**config.mk**
```make
export PLATFORM = sky130hd
export DESIGN_NAME = tbi_queue
export DESIGN_NICKNAME = d
export VERILOG_FILES = /design/src/rtl/tbi_pkg.sv /design/src/rtl/tbi_queue.sv
export SDC_FILE = /design/constraint.sdc
export NUM_CORES = 1
export LEC_CHECK = 0
export BUFFER_PORTS_ARGS = -buffer_cell sky130_fd_sc_hd__buf_2
export CAP_MARGIN = 20
export CELL_PAD_IN_SITES_DETAIL_PLACEMENT = 0
export CELL_PAD_IN_SITES_GLOBAL_PLACEMENT = 1
export CORE_MARGIN = 3
export CORE_UTILIZATION = 47
export CTS_CLUSTER_DIAMETER = 60
export DETAILED_ROUTE_END_ITERATION = 6
export PLACE_DENSITY = 0.81
export SYNTH_ARGS = -nofsm -noshare
export SYNTH_HDL_FRONTEND = slang
export SYNTH_SLANG_ARGS = --single-unit
```
**constraint.sdc**
```tcl
create_clock -name aclk -period 1.9 [get_ports aclk]
set_input_delay 0.38 -clock aclk [delete_from_list [all_inputs] [get_ports aclk]]
set_output_delay 0.38 -clock aclk [all_outputs]
set_load 0.05 [all_outputs]
```
**src/rtl/tbi_pkg.sv**
```systemverilog
// shared types and constants of the trigram bitset index builder
package tbi_pkg;

    localparam int GRAM_ROWS   = 1000;
    localparam int QUEUE_DEPTH = 4;
    localparam int STATUS_W    = 3;
    localparam int COUNT_W     = 11;
    localparam int DATA_W      = 64;

    localparam logic [7:0] CHAR_BASE = 8'h41;
    localparam logic [7:0] CHAR_LAST = 8'h4A;

    typedef enum logic [1:0] {
        ACT_CHAR,
        ACT_EOL,
        ACT_READ_GRAM,
        ACT_READ_DIGIT
    } action_t;

    typedef enum logic [STATUS_W-1:0] {
        STAT_OK,
        STAT_COMMIT,
        STAT_SHORT,
        STAT_BAD_CHAR,
        STAT_FULL,
        STAT_BAD_READ
    } status_t;

    typedef enum logic [1:0] {
        JOB_NONE,
        JOB_COMMIT,
        JOB_GRAM,
        JOB_DIGIT
    } job_kind_t;

    typedef struct packed {
        job_kind_t           kind;
        status_t             status;
        logic [COUNT_W-1:0]  count;
    } job_ctl_t;

    typedef enum logic [1:0] {
        BE_CLEAR,
        BE_RUN,
        BE_GRAM
    } be_state_t;

endpackage

```
**src/rtl/tbi_queue.sv**
```systemverilog
// job queue between front end and back end
module tbi_queue import tbi_pkg::*; #(
    parameter int WIDTH = 8
) (
    input  logic             aclk,
    input  logic             aresetn,
    input  logic             push,
    input  logic [WIDTH-1:0] wdata,
    input  logic             pop,
    output logic [WIDTH-1:0] rdata,
    output logic             full,
    output logic             valid
);

    localparam int QA = $clog2(QUEUE_DEPTH);
    localparam int QC = $clog2(QUEUE_DEPTH + 1);

    logic [WIDTH-1:0] entry_reg [QUEUE_DEPTH];
    logic [QA-1:0]    wr_reg, rd_reg;
    logic [QC-1:0]    fill_reg;

    assign full  = fill_reg == QC'(QUEUE_DEPTH);
    assign valid = fill_reg != '0;
    assign rdata = entry_reg[rd_reg];

    always_ff @(posedge aclk) begin
        if (!aresetn) begin
            wr_reg   <= '0;
            rd_reg   <= '0;
            fill_reg <= '0;
        end else begin
            if (push) begin
                wr_reg <= wr_reg + 1'b1;
            end
            if (pop) begin
                rd_reg <= rd_reg + 1'b1;
            end
            if (push && !pop) begin
                fill_reg <= fill_reg + 1'b1;
            end else if (pop && !push) begin
                fill_reg <= fill_reg - 1'b1;
            end
        end
    end

    always_ff @(posedge aclk) begin
        if (push) begin
            entry_reg[wr_reg] <= wdata;
        end
    end

endmodule

```
==> flow_summary.json <==
{
  "crit_slowest_cell": "mux4_2",
  "start_kind": "flip-flop",
  "finalPower_uw": 1990,
  "cp-end-kind": "primary output",
  "cap_viol_max_count": 0,
  "grt-ovfl-total": 0,
  "met2_usage_pct": 23.5,
  "timing.slew.headroom_pct": 69.6,
  "grt_pass1_vias": 838,
  "yosys_warnings": 0,
  "finalClockSkew_ps": 15.9,
  "die_x_um": 64.4,
  "die_area_sq_um": 4150,
  "fp.dieH_um": 64.4,
  "cp.required_ps": 1520,
  "worstSetupPathType": "reg2out",
  "synth_nets": 103,
  "synth.area.top_cells": "edfxtp_1 (60%), dfxtp_1 (11%), mux4_2 (11%)",
  "firstDrtPassIters": 4,
  "worstPathCellList": "buf_4 -> mux4_2 -> buf_6",
  "synthAdderAreaFrac_pct": 5.15,
  "setup_ws_ps": 2.27,
  "drc_errors": 0,
  "synth_edf_count": 32,
  "rsz0062_at_grt": "true",
  "synth_top_cell_area_share_pct": 59.9,
  "num_vias": 791,
  "finalNetCount": 131,
  "rows": 20,
  "ctsHtreeMaxLevel": 2,
  "cts_tree": "yes",
  "finish.utilization_pct": 60.1,
  "ir_drop_mv": 0.529,
  "path_delay_family": "multiplexers",
  "start_util_pct": 50.9,
  "min-delay-start": "wdata[5]",
  "ctsHoldBuffers": 0,
  "p_leak_uw": 0.000698,
  "crit_arrival_ps": 1520,
  "grt_pass1_wl_um": 4140,
  "synth_most_common_cell": "edfxtp_1",
  "grt-busiest-layer": "met2",
  "clockRootBuffer": "clkbuf_4",
  "async_reset_ff_share_pct": 0,
  "path_max_fanout": 3,
  "place.gp.congestion": 0.643,
  "port_buffers": 21,
  "r2r-start": "fill_reg[0]",
  "wirelength_um": 2450,
  "antenna_found_initial": 0,
  "status": "completed",
  "avgViaCountPerCell": 5.01,
  "areaGrowthSynthToFinish_pct": 18.2,
  "ios": 22,
  "holdWs_ps": 234,
  "worstMarginPinSlew_ps": 456,
  "gr-usage-all-layers_pct": 14.2,
  "clkSinkCount": 41,
  "clock_latency_ps": 350,
  "yosys.area.top_type": "edfxtp_1",
  "grt_start_max_net_pins": 14,
  "synthCells": 85,
  "worst_path_largest_cell_delay_ps": 510,
  "routedWlPerCell_um": 15.5,
  "dpl_worst_slack_ps": 47.1,
  "ant_nets": 0,
  "power_density_nw_per_um2": 1050,
  "fmax_mhz": 527,
  "syn_area_sq_um": 1600,
  "synth-simple-area-share_pct": 5.77,
  "finalCritPeriodShare_pct": 99.9,
  "met1_usage_pct": 16.4,
  "core_sq_um": 3150,
  "yosys-mux-area-fraction_pct": 12.5,
  "drt_iter0_drc": 18,
  "cp_num_buf_inv": 2,
  "crit_cells": 3,
  "min_path_type": "in2reg",
  "synth_compound_area_share_pct": 0.780,
  "largest_register_ffs": 32,
  "finalSetupViolations": 0,
  "ys.flop_type": "edfxtp_1",
  "reg2reg_slack_ps": 400,
  "diodes": 0,
  "clkTransAtPathRegs_ps": 120,
  "met3_usage_pct": 5.37,
  "ys_types": 18,
  "synthXorXnorAreaFrac_pct": 2.73,
  "period_needed_ps": 1900,
  "worst_hold_path.num_cells": 1,
  "synth.top_cells.by_count": "edfxtp_1 (32), and2_1 (9), dfxtp_1 (9), mux4_2 (8), ha_1 (5)",
  "synth.avg_cell_area_sq_um": 18.9,
  "clockBufferDepth": 2,
  "hpwl_um": 1660,
  "synth-seq-area-share_pct": 71.1,
  "slew_viol_final": 0,
  "hold_viol_final": 0,
  "yosys_register_bits": 41,
  "drive_gt1_share_pct": 35.1,
  "reg2reg_depth": 4,
  "cts_buffers": 5,
  "cts.repair_timing.setup_buffer_count": 0,
  "synth_top_family_by_area": "multiplexers"
}
[placed cells by master, fill, tap and decap left out, drive strengths merged, types with 2 or more instances in the layout]
master   n
mux4     8
edfxtp  32
and2     9
ha       5
clkbuf   6
nor2b    2
inv      4
xor2     3
dfxtp    9
xnor2    2
or3      2
mux2i    2
buf     23
[cell families (layout without fill, tap and decap cells)]
family          Yosys count  in the layout
fa+ha+maj                 6              6
simple gates             15             15
mux                      10             10
compound gates            2              2
flops                    41             41
buf+inv                   6             35
xor+xnor                  5              5
[power by group]
| group | leakage [uW] | total [uW] | switching (uW) | internal (uW) |
|---|---|---|---|---|
| clock network | 0.0000422 | 547 | 271 | 276 |
| logic | 0.000287 | 380 | 227 | 153 |
| registers | 0.000369 | 1060 | 34.3 | 1020 |
| total | 0.000698 | 1990 | 532 | 1450 |
[repair_timing]
action | CTS | global route
endpoints found under the hold margin | 0 | 0
gates resized for setup | 19 | 0
endpoints found under the setup margin | 8 | 8
[path summary, 6_finish.rpt]
| path | end |
|---|---|
| hold reg to reg | fill_reg[2] |
| hold / removal | entry_reg[3][5] |
| setup / recovery | rdata[6] |
| setup reg to reg | fill_reg[2] |
[worst reg2reg max path, delay by kind of cell (launching register included)]
family,cells,cell delay (ps)
xor gates and xnor gates,1,170
DFF,1,380
and+or+nand+nor,1,300
AOI/OAI and AO/OA,1,150
adders and majority gates,1,440
[cell type report]
class	count	area, sq um
tap	44	55.1
fill	253	1260
timing repair buffer	23	174
clock inverter	2	35.0
sequential	41	1140
clock buffer	6	41.3
multi-input combinational	38	432
inverter	4	15.0
[layer usage]
layer | up-vias | share of wire (%) | wire length, um
met3 | 7 | 3.9 | 95
met1 | 393 | 43 | 1050
met2 | 19 | 51 | 1250
li1 | 372 | - | -
met5 | - | 0 | 0
met4 | 0 | 2.2 | 53
[per-stage QoR]
step | setup TNS [ps] | area (sq um) | std cells
2_1_floorplan | 0 | 1600 | 85
3_3_place_gp | 0 | 1760 | 150
3_5_place_dp | 0 | 1760 | 150
4_1_cts | -130 | 1900 | 158
5_1_grt | -417 | 1900 | 158
6_report | 0 | 1900 | 158
Note: power is estimated with default switching activity, not from simulation.
