[config.mk]
export PLATFORM = sky130hd
export DESIGN_NAME = tbi_front
export DESIGN_NICKNAME = d
export VERILOG_FILES = /design/src/rtl/tbi_pkg.sv /design/src/rtl/tbi_front.sv
export SDC_FILE = /design/constraint.sdc
export NUM_CORES = 1
export LEC_CHECK = 0
export BUFFER_PORTS_ARGS = -buffer_cell sky130_fd_sc_hd__buf_2
export CAP_MARGIN = 20
export CORE_MARGIN = 3
export CORE_UTILIZATION = 45
export DETAILED_ROUTE_END_ITERATION = 6
export PLACE_DENSITY = 0.74
export SETUP_SLACK_MARGIN = 0.15
export SLEW_MARGIN = 0
export SYNTH_ARGS = -nofsm -noshare
export SYNTH_HDL_FRONTEND = slang
export SYNTH_SLANG_ARGS = --single-unit
[constraint.sdc]
create_clock -name aclk -period 2.6 [get_ports aclk]
set_input_delay 0.26 -clock aclk [delete_from_list [all_inputs] [get_ports aclk]]
set_output_delay 0.26 -clock aclk [all_outputs]
set_load 0.005 [all_outputs]
[src/rtl/tbi_pkg.sv]
// shared types and constants of the trigram bitset index builder
package tbi_pkg;

    localparam int GRAM_ROWS   = 1000;
    localparam int QUEUE_DEPTH = 4;
    localparam int STATUS_W    = 3;
    localparam int COUNT_W     = 11;
    localparam int DATA_W      = 64;

    localparam logic [7:0] CHAR_BASE = 8'h41;
    localparam logic [7:0] CHAR_LAST = 8'h4A;

    typedef enum logic [1:0] {
        ACT_CHAR,
        ACT_EOL,
        ACT_READ_GRAM,
        ACT_READ_DIGIT
    } action_t;

    typedef enum logic [STATUS_W-1:0] {
        STAT_OK,
        STAT_COMMIT,
        STAT_SHORT,
        STAT_BAD_CHAR,
        STAT_FULL,
        STAT_BAD_READ
    } status_t;

    typedef enum logic [1:0] {
        JOB_NONE,
        JOB_COMMIT,
        JOB_GRAM,
        JOB_DIGIT
    } job_kind_t;

    typedef struct packed {
        job_kind_t           kind;
        status_t             status;
        logic [COUNT_W-1:0]  count;
    } job_ctl_t;

    typedef enum logic [1:0] {
        BE_CLEAR,
        BE_RUN,
        BE_GRAM
    } be_state_t;

endpackage

[src/rtl/tbi_front.sv]
// front end: line assembly, classification and job generation
module tbi_front import tbi_pkg::*; #(
    parameter int STRING_SLOTS = 1024,
    parameter int LINE_DIGITS  = 15,
    parameter int WORD_BITS    = 64,
    localparam int ROW_WORDS   = (STRING_SLOTS + WORD_BITS - 1) / WORD_BITS,
    localparam int AB          = $clog2(GRAM_ROWS * ROW_WORDS),
    localparam int SW          = $clog2(STRING_SLOTS),
    localparam int CW          = $clog2(STRING_SLOTS + 1),
    localparam int WW          = (ROW_WORDS > 1) ? $clog2(ROW_WORDS) : 1,
    localparam int BW          = $clog2(WORD_BITS),
    localparam int DPW         = $clog2(LINE_DIGITS),
    localparam int PW          = $clog2(LINE_DIGITS + 1),
    localparam int LW          = LINE_DIGITS * 4
) (
    input  logic           aclk,
    input  logic           aresetn,
    input  logic           s_tvalid,
    output logic           s_tready,
    input  logic [1:0]     action,
    input  logic [7:0]     char_byte,
    input  logic [9:0]     gram_code,
    input  logic [3:0]     word_select,
    input  logic [9:0]     string_select,
    input  logic [3:0]     digit_position,
    input  logic           clear_done,
    input  logic           q_full,
    output logic           q_push,
    output job_ctl_t       q_ctl,
    output logic [AB-1:0]  q_addr,
    output logic [SW-1:0]  q_str,
    output logic [DPW-1:0] q_dsel,
    output logic [WW-1:0]  q_wrd,
    output logic [BW-1:0]  q_bit,
    output logic [LW-1:0]  q_digits
);

    action_t                 act;
    logic [PW-1:0]           pos_reg, pos_next;
    logic                    rej_reg, rej_next;
    logic [CW-1:0]           count_reg, count_next;
    logic [WW-1:0]           wrd_reg, wrd_next;
    logic [BW-1:0]           bit_reg, bit_next;
    logic [LW-1:0]           digits_reg, digits_next;
    logic                    full;
    logic                    is_letter;
    logic [3:0]              digit;
    logic                    wsel_ok, dpos_ok, ssel_ok;
    logic [CW+COUNT_W-1:0]   count_ext;
    logic [SW+9:0]           sel_ext;
    logic [DPW+3:0]          dp_ext;

    assign act       = action_t'(action);
    assign s_tready  = clear_done & ~q_full;
    assign q_push    = s_tvalid & s_tready;
    assign full      = count_reg >= CW'(STRING_SLOTS);
    assign is_letter = (char_byte >= CHAR_BASE) && (char_byte <= CHAR_LAST);
    assign digit     = 4'(char_byte - CHAR_BASE);
    assign wsel_ok   = {28'b0, word_select} < 32'(ROW_WORDS);
    assign dpos_ok   = {28'b0, digit_position} < 32'(LINE_DIGITS);
    assign ssel_ok   = {{CW{1'b0}}, string_select} < {10'b0, count_reg};
    assign count_ext = {{COUNT_W{1'b0}}, count_next};
    assign sel_ext   = {{SW{1'b0}}, string_select};
    assign dp_ext    = {{DPW{1'b0}}, digit_position};

    assign q_addr   = AB'(gram_code) * AB'(ROW_WORDS) + AB'(word_select);
    assign q_str    = (act == ACT_READ_DIGIT) ? sel_ext[SW-1:0] : count_reg[SW-1:0];
    assign q_dsel   = dp_ext[DPW-1:0];
    assign q_wrd    = wrd_reg;
    assign q_bit    = bit_reg;
    assign q_digits = digits_reg;

    always_comb begin
        pos_next      = pos_reg;
        rej_next      = rej_reg;
        count_next    = count_reg;
        wrd_next      = wrd_reg;
        bit_next      = bit_reg;
        digits_next   = digits_reg;
        q_ctl.kind    = JOB_NONE;
        q_ctl.status  = STAT_OK;
        unique case (act)
            ACT_CHAR: begin
                if (full) begin
                    q_ctl.status = STAT_FULL;
                end else if (pos_reg < PW'(LINE_DIGITS)) begin
                    if (is_letter) begin
                        for (int i = 0; i < LINE_DIGITS; i++) begin
                            if (pos_reg == PW'(i)) begin
                                digits_next[i*4 +: 4] = digit;
                            end
                        end
                    end else begin
                        rej_next     = 1'b1;
                        q_ctl.status = STAT_BAD_CHAR;
                    end
                    pos_next = pos_reg + 1'b1;
                end
            end
            ACT_EOL: begin
                if (full) begin
                    q_ctl.status = STAT_FULL;
                end else if (rej_reg) begin
                    q_ctl.status = STAT_BAD_CHAR;
                end else if (pos_reg < PW'(LINE_DIGITS)) begin
                    q_ctl.status = STAT_SHORT;
                end else begin
                    q_ctl.kind   = JOB_COMMIT;
                    q_ctl.status = STAT_COMMIT;
                    count_next   = count_reg + 1'b1;
                    if (bit_reg == BW'(WORD_BITS - 1)) begin
                        bit_next = '0;
                        wrd_next = wrd_reg + 1'b1;
                    end else begin
                        bit_next = bit_reg + 1'b1;
                    end
                end
                pos_next = '0;
                rej_next = 1'b0;
            end
            ACT_READ_GRAM: begin
                if ((gram_code < 10'(GRAM_ROWS)) && wsel_ok) begin
                    q_ctl.kind = JOB_GRAM;
                end else begin
                    q_ctl.status = STAT_BAD_READ;
                end
            end
            ACT_READ_DIGIT: begin
                if (ssel_ok && dpos_ok) begin
                    q_ctl.kind = JOB_DIGIT;
                end else begin
                    q_ctl.status = STAT_BAD_READ;
                end
            end
        endcase
        q_ctl.count = count_ext[COUNT_W-1:0];
    end

    always_ff @(posedge aclk) begin
        if (!aresetn) begin
            pos_reg   <= '0;
            rej_reg   <= 1'b0;
            count_reg <= '0;
            wrd_reg   <= '0;
            bit_reg   <= '0;
        end else if (q_push) begin
            pos_reg   <= pos_next;
            rej_reg   <= rej_next;
            count_reg <= count_next;
            wrd_reg   <= wrd_next;
            bit_reg   <= bit_next;
        end
    end

    always_ff @(posedge aclk) begin
        if (q_push) begin
            digits_reg <= digits_next;
        end
    end

endmodule

==> results of run 1 <==
## power by group through the flow
stage          clock (W)  combinational, W  sequential (W)
4_1_cts         0.000946          0.000166         0.00147
2_1_floorplan          0         0.0000983         0.00150
3_5_place_dp           0          0.000165         0.00150
6_report        0.000925          0.000166         0.00147
3_3_place_gp           0          0.000158         0.00150
5_1_grt          0.00100          0.000186         0.00147
## timing repair
item,4_1_cts,5_1_grt
buffers inserted,0,7
endpoints found under the setup margin,7,44
cloned,0,0
pin swaps,0,3
hold endpoints to repair,0,0
hold buffers,0,0
resized for setup,4,22
## worst max-delay path: stages, from the launching register on
cell	delay [ps]
dfxtp_1	460
ha_1	240
nand3_1	200
nor4_2	260
buf_4	170
nand4_1	120
o21ai_0	230
buf_2	160
## worst paths after layout
kind | cells past startpoint | endpoint | slack, ps | startpoint
worst min-delay path | 5 | rej_reg$_SDFFE_PN0P_ | 310 | char_byte[5]
worst max register to register | 7 | q_digits[22]$_DFFE_PP_ | 190 | pos_reg[0]$_SDFFE_PN0P_
worst min register to register | 2 | q_wrd[3]$_SDFFE_PN0P_ | 480 | q_wrd[3]$_SDFFE_PN0P_
worst max-delay path | 7 | q_ctl[10] | 160 | count_reg[0]$_SDFFE_PN0P_
## cells in the final DEF, fill, tap and decap left out, drive strengths merged, types with 3 or more instances in the layout
master,n
nand3,12
xor2,6
inv,23
o21ai,14
nor3,12
a21boi,5
clkinv,4
nand2,32
nand4,9
dfxtp,26
clkbuf,9
mux2,10
nor2b,7
nor2,24
and3,4
and2,11
nand2b,5
ha,20
xnor2,16
buf,159
edfxtp,60
nor4,4
a21oi,7
mux2i,3
## stage by stage
stage / utilization / hold slack (ps) / worst slack, ps / power (W)
after floorplan: - / 409 / 464 / 0.00160
after global placement: 0.550 / 454 / 214 / 0.00166
after detailed placement: 0.552 / 467 / 34.2 / 0.00167
after CTS: 0.576 / 299 / 153 / 0.00258
after global routing: 0.589 / 328 / 8.85 / 0.00266
final: 0.589 / 315 / 161 / 0.00256
## cell families (layout without fill, tap and decap cells)
logic type               count (synthesis)  count (layout)  synth area share
flip-flops                              86              86             0.562
AND/OR/NAND/NOR                        129             129             0.172
adder cells (fa/ha/maj)                 20              20            0.0605
buffers and inverters                   48             195            0.0644
multiplexers                            13              13            0.0345
AO/OA/AOI/OAI                           39              39            0.0599
XOR/XNOR                                22              22            0.0466
## metal layers
metal	wire [um]	GRT usage	vias up
met2	4680	0.296	114
li1	-	-	1523
met5	0	0	-
met1	4180	0.238	1494
met3	555	0.0328	15
met4	115	0.0575	0
## layout make-up
| type | count | area (um^2) | area share |
|---|---|---|---|
| Sequential cell | 86 | 2330 | 0.450 |
| Multi-Input combinational cell | 223 | 1610 | 0.310 |
| Inverter | 20 | 75.1 | 0.0145 |
| Timing Repair Buffer | 159 | 833 | 0.161 |
| Clock inverter | 7 | 78.8 | 0.0152 |
| Tap cell | 108 | 135 | 0.0260 |
| Clock buffer | 9 | 124 | 0.0239 |
==> flow_summary.yaml, run 1 <==
critical_path:
  start_kind: "flip-flop"
  crit_path_end_kind: "primary output"
  crit_fanout: 6
  criticalPathCategory: "reg -> out"
  required_ps: 2340
  arrival_ps: 2180
sta:
  worst-slew-pin-transition_ps: 514
  finClkSkew_ps: 10.8
  final.setup.tns_ps: 0
  final_max_slew_viol_count: 0
  fin_crit_sh: 0.938
  rsz0062_at_grt: "true"
  fmax_ghz: 0.410
  fin_crit_ps: 2440
  setup_viol: 0
  hold_violations: 0
  relSlewSlack: 0.657
synth:
  yosysSeqAreaShare: 0.562
  synth.top_cells.by_area: "edfxtp_1, dfxtp_1, ha_1"
  synth_seq_cells: 86
  async_reset_ff_frac: 0
  ys.flop_type: "edfxtp_1"
  synth_top_area_share: 0.436
  syn_nets: 420
  syn_area_um2: 4140
  avgSynthCellArea_um2: 11.6
  ys_warn_count: 0
  synth_cells: 357
  synth_edf_count: 60
  synth_common_cells: "edfxtp_1, nand2_1, dfxtp_1"
  yosysTopAreaCell: "edfxtp_1"
  synth.most_common_cell: "edfxtp_1"
  synth_cell_types: 53
place:
  placed_cell_area_um2: 4860
  port_buffers: 144
  gp_congestion: 0.847
  dpl.cell_count: 589
  dpl.hpwl_mm: 7.15
route:
  drc: 0
  vias: 3146
  routed_wirelength_mm: 9.53
  drt-wirelength-per-cell_um: 15.6
  antenna_left: 0
  drtIter0Drc: 107
  vias_per_cell: 5.14
  first_pass_iters: 4
cts:
  clockRootBuffer: "clkbuf_8"
  numCtsBuffers: 9
  cts_sinks: 86
  clk_pin_slew_ps: 100
  cts_tree: "done"
  clock_latency_ps: 350
  cts_max_path_buffers: 2
  h-tree-depth: 3
layout:
  fillers: 734
  fin_cells: 612
  nNetsFinal: 562
  largest_reg_flops: 60
  final_design_area_no_fill_um2: 5190
  synthToLayoutAreaGrowth_pct: 25.4
  diodes: 0
  drive_above_1_share: 0.437
floorplan:
  design.die.area_um2: 10400
  rows: 34
  io_pins: 159
  die_h_um: 102
  core_area_um2: 8810
  initial_core_util: 0.470
  fp.dieW_um: 102
grt:
  grt_pass1_vias: 2898
  antenna_found_initial: 0
  grt_overflow: 0
  grt_max_degree: 28
  grt_first_pass_wirelength_mm: 14.6
  grt_usage: 0.178
power_and_ir_drop:
  pwr-share-seq: 0.574
  ir_worst_vdd_mv: 0.299
  clkPwrFrac: 0.361
  p_sw_w: 0.000640
  combPwrFrac: 0.065
  power_density_nw_per_um2: 494
  p_int_w: 0.00192
  p_sw_frac: 0.250
  leakage_nw: 2.21
worst_hold_path:
  hold_path.class: "in -> reg"
job:
  maxCapViolCount: 0
run_status:
  status: "finished, final reports clean"
(Power assumes the default switching activity.)
==> inputs of run 2 (changes only) <==
==> constraint.sdc (replaced) <==
create_clock -name aclk -period 2.6 [get_ports aclk]
set_input_delay 0.65 -clock aclk [delete_from_list [all_inputs] [get_ports aclk]]
set_output_delay 0.65 -clock aclk [all_outputs]
set_load 0.005 [all_outputs]
==> run 2 against run 1 <==
Net effect: the flow now finishes with violations (setup timing); clock skew up 8.8 ps; non-clock buffer count up 37; largest cell class unchanged; first-iteration DRC count up 8.4%; setup slack worse by 180 ps.
==> flow_summary.yaml, run 2 (synthesized netlist as in run 1, its figures left out) <==
run_status:
  status: "finished with violations"
  violations: "setup timing"
critical_path:
  required_ps: 1950
  arrival_ps: 1970
  criticalPathCategory: "reg -> out"
  cpPeakStageDelay_ps: 370
  worstPathCellList: "inv_4, ha_4, nand4b_1, or2_4, o211a_1, o211ai_1, buf_2"
  critPathSlowestCell: "dfxtp_2"
  start_kind: "flip-flop"
  crit_fanout: 3
  crit_path_end_kind: "primary output"
place:
  port_buffers: 144
  dpl.cell_count: 606
  dpl.hpwl_mm: 6.80
  gp_congestion: 0.841
route:
  drtIter0Drc: 116
  antenna_left: 0
  drt-wirelength-per-cell_um: 14.9
  vias: 3304
  routed_wirelength_mm: 9.64
  first_pass_iters: 5
  vias_per_cell: 5.09
  drc: 0
grt:
  grt_first_pass_wirelength_mm: 14.8
  grt_usage: 0.180
  antenna_found_initial: 0
  grt_overflow: 0
  grt_pass1_vias: 3150
  grt_max_degree: 28
layout:
  synthToLayoutAreaGrowth_pct: 39.3
  nNetsFinal: 599
  final_common_cell: "buf_2"
  diodes: 0
  fin_cells: 649
  most-common-layout-cells: "buf_2, edfxtp_1, buf_4"
  drive_above_1_share: 0.521
  largest_reg_flops: 60
sta:
  fmax_ghz: 0.381
  layout_setup_ws_ps: -21.9
  setup_viol: 2
  worst-slew-pin-transition_ps: 522
  finClkSkew_ps: 19.7
  relSlewSlack: 0.652
  hold_slack_ps: 477
  fin_crit_sh: 1.01
  hold_violations: 0
  rsz0062_at_grt: "true"
  fin_crit_ps: 2620
  final_max_slew_viol_count: 0
floorplan:
  die_h_um: 102
  fp.dieW_um: 102
  rows: 34
  io_pins: 159
  initial_core_util: 0.470
  core_area_um2: 8810
  design.die.area_um2: 10400
cts:
  numCtsBuffers: 9
  cts_tree: "done"
  clock_latency_ps: 350
  cts_hold_buf: 0
  clk_pin_slew_ps: 100
  cts_sinks: 86
  cts_max_path_buffers: 2
  h-tree-depth: 3
  clockRootBuffer: "clkbuf_8"
power_and_ir_drop:
  ir_worst_vdd_mv: 0.272
  p_total_w: 0.00280
  power_density_nw_per_um2: 486
  leakage_nw: 2.51
job:
  maxCapViolCount: 0
worst_hold_path:
  hold_path.class: "reg -> reg"
-- run 2: cell types whose count changed in the layout (fill, tap and decap cells not counted), sizes merged --
| cell | before | now |
|---|---|---|
| bufinv | 0 | 3 |
| buf | 159 | 196 |
| clkinv | 4 | 1 |
-- run 2: worst max-delay path: cells and delay by family, from the launching register on --
kind | cells | cell delay [ps]
DFF | 1 | 370
buffers and inverters | 2 | 180
adders and majority gates | 1 | 250
AOI/OAI and AO/OA | 2 | 430
and+or+nand+nor | 2 | 370
-- run 2: timing repair --
action                                  4_1_cts  5_1_grt
endpoints found under the setup margin       16       16
pin swaps                                    16       12
resized for setup                            52       30
setup buffers                                16        9
-- run 2: routing by layer --
metal  vias up  share of wire  track usage
li1       1598              -            -
met1      1582           0.40        0.210
met2       110           0.52        0.327
met3        14          0.061       0.0389
met4         0          0.014       0.0585
met5         -              0            0
-- run 2: where the power goes --
| group | internal (W) | switching [W] | total [W] |
|---|---|---|---|
| clock network | 0.000653 | 0.000491 | 0.00114 |
| registers | 0.00147 | 0.000000726 | 0.00147 |
| logic | 0.0000874 | 0.000102 | 0.000190 |
| total | 0.00221 | 0.000594 | 0.00280 |
-- run 2: worst paths after layout --
kind,startpoint,endpoint,slack [ps],cells after the start
worst min register to register,q_wrd[3]$_SDFFE_PN0P_,q_wrd[3]$_SDFFE_PN0P_,480,2
worst max-delay path,count_reg[9]$_SDFFE_PN0P_,q_ctl[11],-20,7
worst min-delay path,q_wrd[3]$_SDFFE_PN0P_,q_wrd[3]$_SDFFE_PN0P_,480,2
worst max register to register,pos_reg[0]$_SDFFE_PN0P_,q_digits[22]$_DFFE_PP_,380,6
-- run 2: through the flow --
step	setup TNS, ps	util	setup WS, ps	area [um^2]
4_1_cts	-34.6	0.628	-23.3	5530
3_3_place_gp	-379	0.566	-82.4	4990
6_report	-31.7	0.654	-21.9	5760
2_1_floorplan	0	-	74.2	4140
3_5_place_dp	-338	0.566	-116	4990
5_1_grt	-215	0.654	-80.4	5760
-- run 2: final cells by class --
class | count | area (um^2)
Timing Repair Buffer | 196 | 1150
Fill cell | 675 | 3040
Tap cell | 108 | 135
Clock buffer | 9 | 124
Clock inverter | 7 | 128
Sequential cell | 86 | 2350
Multi-Input combinational cell | 223 | 1790
Inverter | 20 | 85.1
==> inputs of run 3 (changes only) <==
CORE_UTILIZATION = 49   (was 45)
HOLD_SLACK_MARGIN = 0.06   (was default)
PLACE_DENSITY = 0.8   (was 0.74)
==> run 3 against run 2 <==
Net effect: the run still ends with setup timing left; non-clock buffer count down 5; utilization up 6.9 points; clock power down 8%; critical path depth unchanged; combinational power up 9%; sequential share of layout area down 0.061 points.
==> flow_summary.yaml, run 3 (synthesized netlist as in run 1, its figures left out) <==
cts:
  cts_max_path_buffers: 2
  clock_latency_ps: 350
  clk_pin_slew_ps: 90
  cts_hold_buf: 0
  h-tree-depth: 3
  numCtsBuffers: 9
  cts_sinks: 86
  cts_tree: "done"
  clockRootBuffer: "clkbuf_8"
critical_path:
  crit_path_end_kind: "primary output"
  rr_startpoint: "pos_reg[1]$_SDFFE_PN0P_"
  required_ps: 1950
  criticalPathCategory: "reg -> out"
  crit_fanout: 3
  start_kind: "flip-flop"
  r2r_setup_slack_ps: 410
  r2r-end: "q_digits[51]$_DFFE_PP_"
  r2r_cells: 6
  arrival_ps: 2020
run_status:
  violations: "setup timing"
  status: "finished with violations"
floorplan:
  io_pins: 159
  die_h_um: 97.9
  core_area_um2: 7970
  rows: 32
  design.die.area_um2: 9580
  fp.dieW_um: 97.9
  initial_core_util: 0.519
sta:
  finClkSkew_ps: 9.95
  final.setup.tns_ps: -141
  worst-slew-pin-transition_ps: 1090
  layout_setup_ws_ps: -69.9
  hold_violations: 0
  setup_viol: 3
  fin_crit_ps: 2670
  fin_crit_sh: 1.03
  rsz0062_at_grt: "true"
  final_max_slew_viol_count: 0
  relSlewSlack: 0.273
  fmax_ghz: 0.375
grt:
  grt_first_pass_wirelength_mm: 16.2
  grt_usage: 0.208
  grt_overflow: 0
  antenna_found_initial: 0
  grt_pass1_vias: 3288
  grt_max_degree: 28
job:
  maxCapViolCount: 0
layout:
  nNetsFinal: 594
  fin_util: 0.723
  final_common_cell: "buf_2"
  synthToLayoutAreaGrowth_pct: 39.4
  diodes: 0
  most-common-layout-cells: "buf_2, edfxtp_1, buf_4"
  fillers: 541
  largest_reg_flops: 60
  drive_above_1_share: 0.521
route:
  antenna_left: 0
  drc: 0
  vias_per_cell: 5.27
  drtIter0Drc: 169
  routed_wirelength_mm: 10.6
  vias: 3364
  drt-wirelength-per-cell_um: 16.6
  first_pass_iters: 7
place:
  dpl.hpwl_mm: 6.88
  port_buffers: 144
  gp_congestion: 0.887
worst_hold_path:
  min_from: "q_wrd[3]$_SDFFE_PN0P_"
  min_path_cells: 2
  hold_path.class: "reg -> reg"
  min_to: "q_wrd[3]$_SDFFE_PN0P_"
power_and_ir_drop:
  leakage_nw: 2.50
  power_density_nw_per_um2: 474
  ir_worst_vdd_mv: 0.267
==> run 3: metrics by stage <==
stage / hold WS (ps) / area (um^2) / power [W] / instances / setup WS, ps
2_1_floorplan: 446 / 4140 / 0.00160 / 357 / 74.2
3_3_place_gp: 453 / 4960 / 0.00166 / 597 / -92.1
3_5_place_dp: 465 / 4960 / 0.00167 / 597 / -136
4_1_cts: 479 / 5560 / 0.00273 / 629 / -38.8
5_1_grt: 527 / 5760 / 0.00283 / 638 / -137
6_report: 475 / 5760 / 0.00273 / 638 / -69.9
==> run 3: repair_timing <==
| item | CTS | global route |
|---|---|---|
| setup endpoints to repair | 16 | 18 |
| gates resized for setup | 63 | 29 |
| cloned | 0 | 0 |
| pin swaps | 15 | 18 |
| buffers inserted | 16 | 9 |
==> run 3: power breakdown <==
group          internal [W]  switching, W  leakage, nW  total (W)
Combinational     0.0000945      0.000113         1.64   0.000208
Clock              0.000554      0.000499        0.108    0.00105
Sequential          0.00147   0.000000839        0.755    0.00147
Total               0.00212      0.000613         2.50    0.00273
==> run 3: cell type report <==
class                      count  area, um^2  share of cell area
tap                          102         128              0.0221
inverter                      20        92.6              0.0161
timing repair buffer         191        1140               0.198
clock inverter                 7         104              0.0180
sequential                    86        2340               0.407
clock buffer                   9         124              0.0215
multi-input combinational    223        1830               0.318
==> run 3: layer usage <==
layer | vias to the layer above | share of wire | track usage
met2 | 149 | 0.52 | 0.377
met5 | - | 0 | 0
met1 | 1596 | 0.38 | 0.237
li1 | 1590 | - | -
met4 | 0 | 0.028 | 0.0863
met3 | 29 | 0.071 | 0.0429
==> run 3: worst max-delay path by stage <==
stage                                  endpoint                       from  slack, ps
after CTS                             q_ctl[11]  count_reg[9]$_SDFFE_PN0P_        -40
after floorplan           q_digits[0]$_DFFE_PP_               char_byte[0]         70
after detailed placement              q_ctl[11]           string_select[9]       -140
final                                 q_ctl[15]  count_reg[7]$_SDFFE_PN0P_        -70
after global placement                q_ctl[11]           string_select[9]        -90
after global routing                  q_ctl[11]  count_reg[7]$_SDFFE_PN0P_       -140
==> run 3: worst max-delay path, cell delays in order, from the launching register on <==
cell,delay (ps)
dfxtp_2,380
inv_4,50
ha_4,250
nand4b_1,140
or2_4,270
o211a_4,270
o21a_1,180
buf_2,140
